--- config.mk ---
export PLATFORM = sky130hd
export DESIGN_NAME = source_text_tokenizer_top
export DESIGN_NICKNAME = d
export VERILOG_FILES = /design/src/design/stt_pkg.sv /design/src/design/stt_lex_core.sv /design/src/design/stt_out_queue.sv /design/src/design/source_text_tokenizer_top.sv
export SDC_FILE = /design/constraint.sdc
export NUM_CORES = 1
export LEC_CHECK = 0
export BUFFER_PORTS_ARGS = -buffer_cell sky130_fd_sc_hd__buf_2
export CELL_PAD_IN_SITES_DETAIL_PLACEMENT = 0
export CELL_PAD_IN_SITES_GLOBAL_PLACEMENT = 1
export CORE_ASPECT_RATIO = 1.25
export CORE_MARGIN = 5
export CORE_UTILIZATION = 48
export CTS_CLUSTER_DIAMETER = 40
export DETAILED_ROUTE_END_ITERATION = 12
export PLACE_DENSITY_LB_ADDON = 0.15
export RECOVER_POWER = 25
export SLEW_MARGIN = 10
export SYNTH_ARGS = -nofsm -noshare
export SYNTH_HDL_FRONTEND = slang
export SYNTH_SLANG_ARGS = --single-unit
--- constraint.sdc ---
create_clock -name clk -period 8.25 [get_ports clk]
set_clock_uncertainty 0.2 [all_clocks]
set_input_delay 0.4125 -clock clk [delete_from_list [all_inputs] [get_ports clk]]
set_output_delay 0.4125 -clock clk [all_outputs]
set_load 0.02 [all_outputs]
--- src/design/stt_pkg.sv ---
// Shared types, token kinds, character codes and keyword helpers for the
// source text tokenizer. No dependencies; every design file imports it.
package stt_pkg;

    // Most results one input item can cause
    localparam int MaxRes = 3;

    // Scanner modes
    typedef enum logic [2:0] {
        MODE_IDLE = 3'd0,
        MODE_NUM  = 3'd1,
        MODE_WORD = 3'd2,
        MODE_STR  = 3'd3,
        MODE_EQ   = 3'd4
    } lex_mode_t;

    // Token kinds
    localparam logic [3:0] K_NUM    = 4'd0;
    localparam logic [3:0] K_EQ     = 4'd1;
    localparam logic [3:0] K_PLUS   = 4'd2;
    localparam logic [3:0] K_VAR    = 4'd3;
    localparam logic [3:0] K_IDENT  = 4'd4;
    localparam logic [3:0] K_LPAREN = 4'd5;
    localparam logic [3:0] K_RPAREN = 4'd6;
    localparam logic [3:0] K_STRING = 4'd7;
    localparam logic [3:0] K_SEMI   = 4'd8;
    localparam logic [3:0] K_IF     = 4'd9;
    localparam logic [3:0] K_ELIF   = 4'd10;
    localparam logic [3:0] K_ELSE   = 4'd11;
    localparam logic [3:0] K_LBRACE = 4'd12;
    localparam logic [3:0] K_RBRACE = 4'd13;
    localparam logic [3:0] K_EQEQ   = 4'd14;

    // Character codes
    localparam logic [7:0] CH_EQ     = 8'h3D;
    localparam logic [7:0] CH_PLUS   = 8'h2B;
    localparam logic [7:0] CH_LPAREN = 8'h28;
    localparam logic [7:0] CH_RPAREN = 8'h29;
    localparam logic [7:0] CH_SEMI   = 8'h3B;
    localparam logic [7:0] CH_LBRACE = 8'h7B;
    localparam logic [7:0] CH_RBRACE = 8'h7D;
    localparam logic [7:0] CH_QUOTE  = 8'h22;
    localparam logic [7:0] CH_BSLASH = 8'h5C;
    localparam logic [7:0] CH_LOW_N  = 8'h6E;
    localparam logic [7:0] CH_NL     = 8'h0A;

    // Keyword slots in the match mask
    localparam logic [1:0] KW_VAR  = 2'd0;
    localparam logic [1:0] KW_IF   = 2'd1;
    localparam logic [1:0] KW_ELIF = 2'd2;
    localparam logic [1:0] KW_ELSE = 2'd3;

    // One result item
    typedef struct packed {
        logic [3:0] token_kind;
        logic [7:0] value_byte;
        logic       is_content;
        logic       token_end;
        logic       unterminated;
        logic       last_of_run;
    } lex_res_t;

    function automatic logic is_digit(input logic [7:0] c);
        return (c >= 8'h30) && (c <= 8'h39);
    endfunction

    function automatic logic is_letter(input logic [7:0] c);
        return ((c >= 8'h41) && (c <= 8'h5A)) || ((c >= 8'h61) && (c <= 8'h7A));
    endfunction

    // Keyword length per slot
    function automatic logic [2:0] kw_len(input logic [1:0] k);
        logic [2:0] len;
        unique case (k)
            KW_VAR:  len = 3'd3;
            KW_IF:   len = 3'd2;
            KW_ELIF: len = 3'd4;
            KW_ELSE: len = 3'd4;
            default: len = 3'd0;
        endcase
        return len;
    endfunction

    // Keyword character at a position; zero past the end
    function automatic logic [7:0] kw_char(input logic [1:0] k, input logic [2:0] p);
        logic [7:0] ch;
        ch = 8'h00;
        unique case (k)
            KW_VAR:
                unique case (p)
                    3'd0: ch = 8'h76;
                    3'd1: ch = 8'h61;
                    3'd2: ch = 8'h72;
                    default: ch = 8'h00;
                endcase
            KW_IF:
                unique case (p)
                    3'd0: ch = 8'h69;
                    3'd1: ch = 8'h66;
                    default: ch = 8'h00;
                endcase
            KW_ELIF:
                unique case (p)
                    3'd0: ch = 8'h65;
                    3'd1: ch = 8'h6C;
                    3'd2: ch = 8'h69;
                    3'd3: ch = 8'h66;
                    default: ch = 8'h00;
                endcase
            KW_ELSE:
                unique case (p)
                    3'd0: ch = 8'h65;
                    3'd1: ch = 8'h6C;
                    3'd2: ch = 8'h73;
                    3'd3: ch = 8'h65;
                    default: ch = 8'h00;
                endcase
            default: ch = 8'h00;
        endcase
        return ch;
    endfunction

    // Drop keywords that no longer match after character c at position p
    function automatic logic [3:0] kw_update(input logic [3:0] m, input logic [2:0] p,
                                             input logic [7:0] c);
        logic [3:0] r;
        r = m;
        for (int k = 0; k < 4; k++) begin
            if ((p >= kw_len(k[1:0])) || (kw_char(k[1:0], p) != c)) begin
                r[k] = 1'b0;
            end
        end
        return r;
    endfunction

    // Final kind of a word
    function automatic logic [3:0] word_kind(input logic [3:0] m, input logic [2:0] len);
        logic [3:0] kind;
        kind = K_IDENT;
        priority if (m[KW_VAR] && (len == kw_len(KW_VAR)))
            kind = K_VAR;
        else if (m[KW_IF] && (len == kw_len(KW_IF)))
            kind = K_IF;
        else if (m[KW_ELIF] && (len == kw_len(KW_ELIF)))
            kind = K_ELIF;
        else if (m[KW_ELSE] && (len == kw_len(KW_ELSE)))
            kind = K_ELSE;
        else
            kind = K_IDENT;
        return kind;
    endfunction

endpackage

--- src/design/stt_lex_core.sv ---
// Scanner state and the combinational step that turns one character into
// up to three result items. Depends on stt_pkg.
module stt_lex_core
    import stt_pkg::*;
(
    input  logic                      clk,
    input  logic                      rst_n,
    input  logic [7:0]                char_byte,
    input  logic                      end_of_text,
    input  logic                      advance,
    output lex_res_t [MaxRes-1:0]     res,
    output logic [1:0]                res_count
);

    lex_mode_t  mode_reg, mode_next;
    logic       esc_reg, esc_next;
    logic [2:0] wlen_reg, wlen_next;
    logic [3:0] kmatch_reg, kmatch_next;

    lex_res_t [MaxRes-1:0] r;
    logic [1:0] n;
    logic       do_idle;

    // Step the scanner for the held character
    always_comb
    begin
        mode_next   = mode_reg;
        esc_next    = esc_reg;
        wlen_next   = wlen_reg;
        kmatch_next = kmatch_reg;
        r           = '0;
        n           = 2'd0;
        do_idle     = 1'b0;

        unique case (mode_reg)
            MODE_NUM:
            begin
                if (is_digit(char_byte))
                begin
                    r[n] = '{K_NUM, char_byte, 1'b1, 1'b0, 1'b0, 1'b0};
                    n = n + 2'd1;
                end
                else
                begin
                    r[n] = '{K_NUM, 8'h00, 1'b0, 1'b1, 1'b0, 1'b0};
                    n = n + 2'd1;
                    do_idle = 1'b1;
                end
            end
            MODE_WORD:
            begin
                if (is_letter(char_byte))
                begin
                    kmatch_next = kw_update(kmatch_reg, wlen_reg, char_byte);
                    if (wlen_reg != 3'd7)
                        wlen_next = wlen_reg + 3'd1;
                    r[n] = '{K_IDENT, char_byte, 1'b1, 1'b0, 1'b0, 1'b0};
                    n = n + 2'd1;
                end
                else
                begin
                    r[n] = '{word_kind(kmatch_reg, wlen_reg), 8'h00, 1'b0, 1'b1, 1'b0, 1'b0};
                    n = n + 2'd1;
                    do_idle = 1'b1;
                end
            end
            MODE_STR:
            begin
                // Emit a held backslash unless it forms a newline escape
                if (esc_reg)
                begin
                    esc_next = 1'b0;
                    if (char_byte != CH_LOW_N)
                    begin
                        r[n] = '{K_STRING, CH_BSLASH, 1'b1, 1'b0, 1'b0, 1'b0};
                        n = n + 2'd1;
                    end
                end
                if (esc_reg && (char_byte == CH_LOW_N))
                begin
                    r[n] = '{K_STRING, CH_NL, 1'b1, 1'b0, 1'b0, 1'b0};
                    n = n + 2'd1;
                end
                else if (char_byte == CH_QUOTE)
                begin
                    r[n] = '{K_STRING, 8'h00, 1'b0, 1'b1, 1'b0, 1'b0};
                    n = n + 2'd1;
                    mode_next = MODE_IDLE;
                end
                else if (char_byte == CH_BSLASH)
                begin
                    esc_next = 1'b1;
                end
                else
                begin
                    r[n] = '{K_STRING, char_byte, 1'b1, 1'b0, 1'b0, 1'b0};
                    n = n + 2'd1;
                end
            end
            MODE_EQ:
            begin
                if (char_byte == CH_EQ)
                begin
                    r[n] = '{K_EQEQ, CH_EQ, 1'b0, 1'b1, 1'b0, 1'b0};
                    n = n + 2'd1;
                    mode_next = MODE_IDLE;
                end
                else
                begin
                    r[n] = '{K_EQ, CH_EQ, 1'b0, 1'b1, 1'b0, 1'b0};
                    n = n + 2'd1;
                    do_idle = 1'b1;
                end
            end
            default:
            begin
                do_idle = 1'b1;
            end
        endcase

        // Classify the character outside any token
        if (do_idle)
        begin
            mode_next = MODE_IDLE;
            priority if (char_byte == CH_EQ)
                mode_next = MODE_EQ;
            else if (char_byte == CH_PLUS)
            begin
                r[n] = '{K_PLUS, char_byte, 1'b0, 1'b1, 1'b0, 1'b0};
                n = n + 2'd1;
            end
            else if (char_byte == CH_LPAREN)
            begin
                r[n] = '{K_LPAREN, char_byte, 1'b0, 1'b1, 1'b0, 1'b0};
                n = n + 2'd1;
            end
            else if (char_byte == CH_RPAREN)
            begin
                r[n] = '{K_RPAREN, char_byte, 1'b0, 1'b1, 1'b0, 1'b0};
                n = n + 2'd1;
            end
            else if (char_byte == CH_SEMI)
            begin
                r[n] = '{K_SEMI, char_byte, 1'b0, 1'b1, 1'b0, 1'b0};
                n = n + 2'd1;
            end
            else if (char_byte == CH_LBRACE)
            begin
                r[n] = '{K_LBRACE, char_byte, 1'b0, 1'b1, 1'b0, 1'b0};
                n = n + 2'd1;
            end
            else if (char_byte == CH_RBRACE)
            begin
                r[n] = '{K_RBRACE, char_byte, 1'b0, 1'b1, 1'b0, 1'b0};
                n = n + 2'd1;
            end
            else if (char_byte == CH_QUOTE)
            begin
                mode_next = MODE_STR;
                esc_next  = 1'b0;
            end
            else if (is_digit(char_byte))
            begin
                mode_next = MODE_NUM;
                r[n] = '{K_NUM, char_byte, 1'b1, 1'b0, 1'b0, 1'b0};
                n = n + 2'd1;
            end
            else if (is_letter(char_byte))
            begin
                mode_next   = MODE_WORD;
                wlen_next   = 3'd1;
                kmatch_next = kw_update(4'hF, 3'd0, char_byte);
                r[n] = '{K_IDENT, char_byte, 1'b1, 1'b0, 1'b0, 1'b0};
                n = n + 2'd1;
            end
            else
            begin
                mode_next = MODE_IDLE;
            end
        end

        // Close open tokens at end of text and return to reset state
        if (end_of_text)
        begin
            unique case (mode_next)
                MODE_NUM:
                begin
                    r[n] = '{K_NUM, 8'h00, 1'b0, 1'b1, 1'b0, 1'b0};
                    n = n + 2'd1;
                end
                MODE_WORD:
                begin
                    r[n] = '{word_kind(kmatch_next, wlen_next), 8'h00, 1'b0, 1'b1, 1'b0,
                             1'b0};
                    n = n + 2'd1;
                end
                MODE_STR:
                begin
                    if (esc_next)
                    begin
                        r[n] = '{K_STRING, CH_BSLASH, 1'b1, 1'b0, 1'b0, 1'b0};
                        n = n + 2'd1;
                    end
                    r[n] = '{K_STRING, 8'h00, 1'b0, 1'b1, 1'b1, 1'b0};
                    n = n + 2'd1;
                end
                MODE_EQ:
                begin
                    r[n] = '{K_EQ, CH_EQ, 1'b0, 1'b1, 1'b0, 1'b0};
                    n = n + 2'd1;
                end
                default:
                begin
                    n = n;
                end
            endcase
            mode_next   = MODE_IDLE;
            esc_next    = 1'b0;
            wlen_next   = 3'd0;
            kmatch_next = 4'hF;
        end

        // Mark the final result of this item
        if (n != 2'd0)
            r[n - 2'd1].last_of_run = 1'b1;
    end

    assign res       = r;
    assign res_count = n;

    // Advance the scanner state when the item is consumed
    always_ff @(posedge clk or negedge rst_n)
    begin
        if (!rst_n)
        begin
            mode_reg   <= MODE_IDLE;
            esc_reg    <= 1'b0;
            wlen_reg   <= 3'd0;
            kmatch_reg <= 4'hF;
        end
        else if (advance)
        begin
            mode_reg   <= mode_next;
            esc_reg    <= esc_next;
            wlen_reg   <= wlen_next;
            kmatch_reg <= kmatch_next;
        end
    end

endmodule

--- src/design/stt_out_queue.sv ---
// Result buffer: holds the up to three results of one item and hands them
// out one per cycle while out_ready is high. Depends on stt_pkg.
module stt_out_queue
    import stt_pkg::*;
(
    input  logic                  clk,
    input  logic                  rst_n,
    input  logic                  load,
    input  lex_res_t [MaxRes-1:0] res,
    input  logic [1:0]            res_count,
    output logic                  can_load,
    output logic                  out_valid,
    input  logic                  out_ready,
    output lex_res_t              out_res
);

    lex_res_t [MaxRes-1:0] buf_reg;
    logic [1:0] cnt_reg;
    logic [1:0] rd_reg;
    logic       pop;

    assign out_valid = (cnt_reg != 2'd0);
    assign pop       = out_valid && out_ready;
    // Room for a new set once the last held result leaves this cycle
    assign can_load  = (cnt_reg == 2'd0) || ((cnt_reg == 2'd1) && out_ready);
    assign out_res   = buf_reg[rd_reg];

    // Track fill count and read position
    always_ff @(posedge clk or negedge rst_n)
    begin
        if (!rst_n)
        begin
            cnt_reg <= 2'd0;
            rd_reg  <= 2'd0;
        end
        else if (load)
        begin
            cnt_reg <= res_count;
            rd_reg  <= 2'd0;
        end
        else if (pop)
        begin
            cnt_reg <= cnt_reg - 2'd1;
            rd_reg  <= rd_reg + 2'd1;
        end
    end

    // Capture the result set
    always_ff @(posedge clk)
    begin
        if (load)
            buf_reg <= res;
    end

endmodule

--- src/design/source_text_tokenizer_top.sv ---
// Source text tokenizer: one ASCII character per input item, an input
// register feeding the scanner step, and a result buffer. The character is
// registered, then scanned combinationally into up to three result items
// (content bytes, token closes, single-character tokens, == and string
// repairs at end of text). A character is taken every cycle as long as each
// one yields at most one result and m_tready is high; one yielding two
// or three results holds the input while the result buffer, which emits
// one item per cycle unless stalled, drains. tlast on the input marks end of
// text; tlast on the output marks the last result caused by a character.
// Depends on stt_pkg, stt_lex_core and stt_out_queue.
module source_text_tokenizer_top
    import stt_pkg::*;
(
    input  logic       clk,
    input  logic       rst_n,
    input  logic       s_tvalid,
    output logic       s_tready,
    input  logic [7:0] s_tdata,   // [7:0] char_byte
    input  logic       s_tlast,   // end_of_text
    output logic       m_tvalid,
    input  logic       m_tready,
    output logic [7:0] m_tdata,   // [7:0] value_byte
    output logic [6:0] m_tuser,   // [3:0] token_kind, [4] is_content, [5] token_end,
                                  // [6] unterminated
    output logic       m_tlast    // last_of_run
);

    logic       in_valid_reg;
    logic [7:0] in_char_reg;
    logic       in_eot_reg;

    lex_res_t [MaxRes-1:0] res;
    logic [1:0] res_count;
    logic       can_load;
    logic       advance;
    lex_res_t   out_res;

    // Consume the held character when its results fit the buffer
    assign advance  = in_valid_reg && ((res_count == 2'd0) || can_load);
    assign s_tready = !in_valid_reg || advance;

    // Hold the incoming character
    always_ff @(posedge clk or negedge rst_n)
    begin
        if (!rst_n)
            in_valid_reg <= 1'b0;
        else if (s_tready)
            in_valid_reg <= s_tvalid;
    end

    always_ff @(posedge clk)
    begin
        if (s_tready && s_tvalid)
        begin
            in_char_reg <= s_tdata;
            in_eot_reg  <= s_tlast;
        end
    end

    stt_lex_core u_core (
        .clk         (clk),
        .rst_n       (rst_n),
        .char_byte   (in_char_reg),
        .end_of_text (in_eot_reg),
        .advance     (advance),
        .res         (res),
        .res_count   (res_count)
    );

    stt_out_queue u_queue (
        .clk       (clk),
        .rst_n     (rst_n),
        .load      (advance && (res_count != 2'd0)),
        .res       (res),
        .res_count (res_count),
        .can_load  (can_load),
        .out_valid (m_tvalid),
        .out_ready (m_tready),
        .out_res   (out_res)
    );

    assign m_tdata = out_res.value_byte;
    assign m_tuser = {out_res.unterminated, out_res.token_end, out_res.is_content,
                      out_res.token_kind};
    assign m_tlast = out_res.last_of_run;

endmodule

==> results of run 1 <==
==> logic make-up (layout without fill, tap and decap cells) <==
| kind of cell | count (synthesis) | after routing |
|---|---|---|
| buffers and inverters | 66 | 77 |
| other | 1 | 1 |
| flip-flops | 73 | 73 |
| multiplexers | 39 | 39 |
| AND/OR/NAND/NOR | 251 | 251 |
| XOR/XNOR | 16 | 16 |
| AO/OA/AOI/OAI | 185 | 185 |
| adder cells (fa/ha/maj) | 17 | 17 |
==> critical path: cells and delay by family, from the launching register on <==
kind            cells  cell delay (ps)
compound gates      7             1440
fa+ha+maj           4             1070
buf+inv             1              210
flops               1              840
mux                 1              190
simple gates        5             1550
==> worst paths after layout <==
check                                startpoint              endpoint  cells after the start
max in group asynchronous                 rst_n    u_core.mode_reg[0]                      2
min                                  s_tdata[3]        in_char_reg[3]                      1
min in group asynchronous                 rst_n    u_core.wlen_reg[1]                      2
min reg2reg                u_core.kmatch_reg[0]  u_core.kmatch_reg[0]                      2
max                              in_char_reg[1]            in_eot_reg                     18
max reg2reg                      in_char_reg[1]            in_eot_reg                     18
==> what timing repair did <==
item | 4_1_cts | 5_1_grt
hold buffers | 1 | 0
setup buffers | 0 | 0
endpoints found under the hold margin | 12 | 0
==> routing by layer <==
layer  GRT usage (%)  wire length (µm)  vias to the layer above  share of wire (%)
met3            4.56              1020                       60                5.9
met5               0                 0                        -                  0
met2            41.2              8440                      235                 49
met4            12.9               974                        0                5.6
met1            30.6              6930                     2456                 40
li1                -                 -                     2420                  -
==> metrics by stage <==
stage                     hold WS [ps]  total power (W)
after floorplan                  -83.1          0.00152
after global placement             148          0.00181
after detailed placement           153          0.00183
after CTS                         39.3          0.00228
after global routing              36.3          0.00242
final                             43.6          0.00226
==> placed cells by master (no fill, tap or decap), types with 4 or more instances in the layout <==
master / count
o221ai_1: 5
o211ai_1: 12
nand3b_1: 5
clkbuf_1: 17
mux2_2: 5
nor4_1: 5
xnor2_1: 11
mux2i_1: 29
nand2_1: 64
nor3b_1: 5
ha_1: 17
or2_2: 4
clkbuf_16: 9
a21o_1: 6
nand4_1: 5
o21ai_0: 53
edfxtp_1: 57
or3_1: 6
mux2_4: 5
buf_2: 14
nand2b_1: 6
nand3_1: 18
inv_1: 25
dfrtp_1: 12
buf_4: 5
o22ai_1: 8
and2_1: 15
a21oi_1: 36
dfstp_2: 4
a31o_2: 4
o31ai_1: 8
nor3_1: 19
nor2b_1: 12
nor2_1: 57
a31oi_1: 9
and3_1: 7
==> power by group through the flow <==
stage / Combinational (W) / Sequential, W / Clock (W)
CTS: 0.00110 / 0.000724 / 0.000452
finish: 0.00109 / 0.000724 / 0.000445
global route: 0.00120 / 0.000746 / 0.000470
detailed placement: 0.00110 / 0.000731 / 0
floorplan: 0.000895 / 0.000621 / 0
global placement: 0.00109 / 0.000720 / 0
==> cell type report <==
class	count	share of cell area, %
clock buffer	10	3.64
clock inverter	6	1.71
inverter	25	1.49
multi-input combinational	509	53.5
sequential	73	33.7
tap	161	3.20
timing repair buffer	36	2.83
==> impl_metrics.env, run 1 <==
export IMPL_status="complete, no violations"
export IMPL_synth_top_area_share_pct=29.9
export IMPL_dp_cells=803
export IMPL_clk_pin_slew_ps=60
export IMPL_start_kind="flop"
export IMPL_p_switching_w=0.00100
export IMPL_drv_slew=0
export IMPL_finalSetupViolations=0
export IMPL_crit_fanout=25
export IMPL_drive_gt1_share_pct=10.5
export IMPL_cts_resized=0
export IMPL_fillers=1120
export IMPL_clock_power_share_pct=19.7
export IMPL_gp_congestion=0.993
export IMPL_rsz0062_at_grt="no"
export IMPL_grt_max_degree=51
export IMPL_n_antenna_cell=0
export IMPL_syn_nets=678
export IMPL_dp_slack_ps=2370
export IMPL_synthCells=648
export IMPL_die_x_um=108
export IMPL_synth_common_cells="nand2_1 (64), edfxtp_1 (57), nor2_1 (57)"
export IMPL_grt_pass1_vias=4915
export IMPL_final_antenna_net_count=0
export IMPL_ys_flop_type="edfxtp_1"
export IMPL_ys_seq_elements=73
export IMPL_synth_xor_area_share_pct=2.91
export IMPL_relSlewSlack_pct=28.5
export IMPL_clk_latency_ps=340
export IMPL_dieArea_um2=14200
export IMPL_synth_mux_area_fraction_pct=7.37
export IMPL_end_kind="flop"
export IMPL_synth_area_per_cell_um2=8.83
export IMPL_ios=31
export IMPL_drt_initial_drc_count=389
export IMPL_wire_per_inst_um=21.2
export IMPL_rrSetupSlack_ps=2370
export IMPL_synth_edff_count=57
export IMPL_cts_tree="built"
export IMPL_routed_via_density=6.31
export IMPL_vias=5171
export IMPL_cts_buffers_inserted=9
export IMPL_utilization_pct=53.9
export IMPL_power_density_nw_per_um2=360
export IMPL_firstDrtPassIters=5
export IMPL_syn_area_um2=5720
export IMPL_path_class="flop to flop"
export IMPL_largest_register_ffs=48
export IMPL_synthSimpleGateAreaFrac_pct=22.7
export IMPL_ys_warn_count=0
export IMPL_vdd_drop_max_v=0.000161
export IMPL_p_leak_nw=2.39
export IMPL_crit_chain="nor2b_1 -> nand3_1 -> and2_1 -> ha_1 -> o21ai_1 -> o211ai_2 -> a221oi_4 -> ha_1 -> a21oi_1 -> ha_1 -> mux2i_1 -> ha_1 -> nand2_1 -> o22a_1 -> o21ai_1 -> buf_4 -> a21oi_1 -> nor2b_1"
export IMPL_antenna_found_initial=0
export IMPL_synth_fa_ha_area_share_pct=3.72
export IMPL_areaGrowthSynthToFinish_pct=9.95
export IMPL_seq_area_frac_synth_pct=37.0
export IMPL_tns_ps=0
export IMPL_drc_errors=0
export IMPL_dpl_hpwl_mm=13.0
export IMPL_synth_area_top_cells="edfxtp_1 (30%), dfrtp_1 (5.3%), mux2i_1 (5.1%)"
export IMPL_slowest_stage="edfxtp_1"
export IMPL_period_needed_ps=5880
export IMPL_tightest_slew_ps=1070
export IMPL_cts_htree_levels=3
export IMPL_grt_pass1_wl_mm=27.6
export IMPL_clock_sinks=73
export IMPL_fp_row_count=44
export IMPL_synth_most_common_cell="nand2_1"
export IMPL_drv_cap=0
export IMPL_clock_fmax_mhz=170
export IMPL_nets=684
export IMPL_report_final_hold_viol_count=0
export IMPL_p_seq_share_pct=32.0
export IMPL_async_reset_ff_share_pct=21.9
export IMPL_synth_top_family_by_area="simple AND/OR/NAND/NOR gates"
export IMPL_pwr_share_comb_pct=48.3
export IMPL_critical_path_max_stage_delay_ps=840
export IMPL_p_int_w=0.00126
export IMPL_io_buffers=30
export IMPL_root_buffer="clkbuf_16"
export IMPL_ff_latch_area_um2=2120
export IMPL_fin_area_um2=6290
export IMPL_cp_required_ps=8020
export IMPL_grt_overflow_total=0
export IMPL_fin_ws_ps=2370
export IMPL_worstPathArrival_ps=5640
export IMPL_synth_distinct_cells=82
export IMPL_crit_top_cell="ha_1"
export IMPL_stdcell_count=820
export IMPL_start_util_pct=49.0
export IMPL_multi_input_area_um2=3360
export IMPL_fp_dieH_um=132
export IMPL_grt_usage_pct=24.9
export IMPL_synth_top_cell_by_area="edfxtp_1"
export IMPL_core_um2=11700
export IMPL_post_route_period_util_pct=71.2
export IMPL_hold_class="input pin to flop"
export IMPL_swShare_pct=44.2
export IMPL_cts_buffer_depth=2
export IMPL_wirelength_mm=17.4
export IMPL_synth_compound_area_share_pct=21.7
export IMPL_postPlaceCellArea_um2=5960
Note: power is estimated with default switching activity, not from simulation.
==> run 2: changes to the inputs <==
- clock period: 8.25 -> 6.1 ns (I/O delays scaled with it)
==> impl_metrics.env, run 2 (same netlist as run 1, synthesis figures left out) <==
export IMPL_cts_buffer_depth=2
export IMPL_postCtsSetupBuffers=0
export IMPL_clock_power_share_pct=19.8
export IMPL_tns_ps=0
export IMPL_clock_fmax_mhz=181
export IMPL_areaGrowthSynthToFinish_pct=13.8
export IMPL_cts_resized=0
export IMPL_fp_dieH_um=132
export IMPL_p_int_w=0.00175
export IMPL_fillers=1083
export IMPL_tightest_slew_ps=1140
export IMPL_p_switching_w=0.00137
export IMPL_cts_buffers_inserted=9
export IMPL_final_antenna_net_count=0
export IMPL_drt_initial_drc_count=472
export IMPL_multi_input_area_um2=3360
export IMPL_clk_pin_slew_ps=60
export IMPL_io_buffers=30
export IMPL_pwr_share_comb_pct=51.1
export IMPL_vdd_drop_max_v=0.000209
export IMPL_finalSetupViolations=0
export IMPL_largest_register_ffs=48
export IMPL_n_antenna_cell=0
export IMPL_grt_overflow_total=0
export IMPL_drv_slew=0
export IMPL_wire_per_inst_um=20.7
export IMPL_end_kind="primary output"
export IMPL_cts_tree="built"
export IMPL_core_um2=11700
export IMPL_antenna_found_initial=0
export IMPL_nets=707
export IMPL_power_w=0.00311
export IMPL_fp_row_count=44
export IMPL_r2r_end="u_core.esc_reg"
export IMPL_worstPathArrival_ps=5010
export IMPL_dieArea_um2=14200
export IMPL_post_route_period_util_pct=90.3
export IMPL_gp_congestion=0.977
export IMPL_ff_latch_area_um2=2120
export IMPL_drv_cap=0
export IMPL_ctsHoldBuffers=11
export IMPL_hp_start="m_tready"
export IMPL_power_density_nw_per_um2=479
export IMPL_layout_common_cells="nand2_1 (64), nor2_1 (57), edfxtp_1 (57), o21ai_0 (53), a21oi_1 (36)"
export IMPL_final_common_cell="nand2_1"
export IMPL_firstDrtPassIters=5
export IMPL_hold_depth=4
export IMPL_cp_required_ps=5590
export IMPL_whs_endpoint="u_queue.rd_reg[0]"
export IMPL_crit_fanout=11
export IMPL_path_class="flop to primary output"
export IMPL_start_kind="flop"
export IMPL_rrSetupSlack_ps=810
export IMPL_wirelength_mm=17.5
export IMPL_routed_via_density=6.26
export IMPL_root_buffer="clkbuf_16"
export IMPL_swShare_pct=43.8
export IMPL_r2r_start="in_char_reg[0]"
export IMPL_dp_slack_ps=888
export IMPL_grt_max_degree=51
export IMPL_cts_htree_levels=3
export IMPL_report_final_hold_viol_count=0
export IMPL_dpl_hpwl_mm=13.2
export IMPL_grt_usage_pct=24.8
export IMPL_clk_latency_ps=350
export IMPL_start_util_pct=49.0
export IMPL_relSlewSlack_pct=24.0
export IMPL_hold_class="input pin to flop"
export IMPL_period_needed_ps=5510
export IMPL_ios=31
export IMPL_r2r_worst_path_cells=18
export IMPL_clock_sinks=73
export IMPL_drive_gt1_share_pct=12.2
export IMPL_grt_pass1_vias=4978
export IMPL_vias=5273
export IMPL_die_x_um=108
export IMPL_p_leak_nw=2.50
export IMPL_fin_ws_ps=590
export IMPL_grt_pass1_wl_mm=27.4
export IMPL_drc_errors=0
export IMPL_p_seq_share_pct=29.1
export IMPL_status="complete, no violations"
export IMPL_rsz0062_at_grt="no"
==> run 2: cell count changes in the layout (fill, tap and decap cells not counted), sizes merged <==
| cell | delta |
|---|---|
| buf | +13 |
| dlygate4sd3 | +10 |
| clkinv | -2 |
| clkinvlp | +1 |
| inv | +1 |
==> run 2: cell type report <==
class                   count  area share, %
repair buffers             59           5.96
clock buffers              10           3.52
multi-input cells         509           51.7
inverters                  25           1.44
well taps                 161           3.10
clock inverters             6           1.77
flip-flops and latches     73           32.5
==> run 2: how the worst max path moves through the flow <==
stage / slack [ps] / cells past startpoint / startpoint / to
5_1_grt: 300 / 19 / in_char_reg[5] / s_tready
3_3_place_gp: 1040 / 18 / in_char_reg[5] / u_core.mode_reg[0]
3_5_place_dp: 890 / 18 / in_char_reg[0] / u_core.esc_reg
2_1_floorplan: 240 / 18 / in_char_reg[7] / u_queue.buf_reg[0]
6_report: 590 / 19 / in_char_reg[0] / s_tready
4_1_cts: 630 / 19 / in_char_reg[0] / s_tready
==> run 2: worst max-delay path, cell delays in order, from the launching register on <==
cell and delay (ps):
edfxtp_1 560, nor2b_1 460, nand3_1 140, and2_1 210, ha_1 290, o21ai_1 100, o211ai_2 130, a221oi_4 500
ha_1 310, a21oi_1 270, ha_1 310, mux2i_1 200, ha_1 270, nand2_1 70, o22a_1 130, o21ai_1 60
buf_4 190, a21oi_1 230, inv_1 60, buf_2 160
==> run 2: layer usage <==
metal,wire [µm],up-vias,global-route usage [%]
met2,8510,239,40.8
met5,0,-,0
met4,1010,0,14.3
li1,-,2466,-
met1,7040,2500,30.9
met3,901,68,3.04
==> run 2: power by group through the flow <==
stage | sequential, W | clock [W] | combinational, W
after floorplan | 0.000833 | 0 | 0.00121
final | 0.000906 | 0.000616 | 0.00159
after CTS | 0.000905 | 0.000626 | 0.00161
after detailed placement | 0.000914 | 0 | 0.00160
after global placement | 0.000907 | 0 | 0.00158
after global routing | 0.000925 | 0.000647 | 0.00174
==> run 2: per-stage QoR <==
stage	std cells	utilization [%]	cell area [µm²]	hold WS, ps
after floorplan	648	-	5720	-191
after global placement	816	52.0	6070	36.1
after detailed placement	816	52.0	6070	47.0
after CTS	843	55.9	6530	218
after global routing	843	55.7	6510	300
final	843	55.7	6510	257
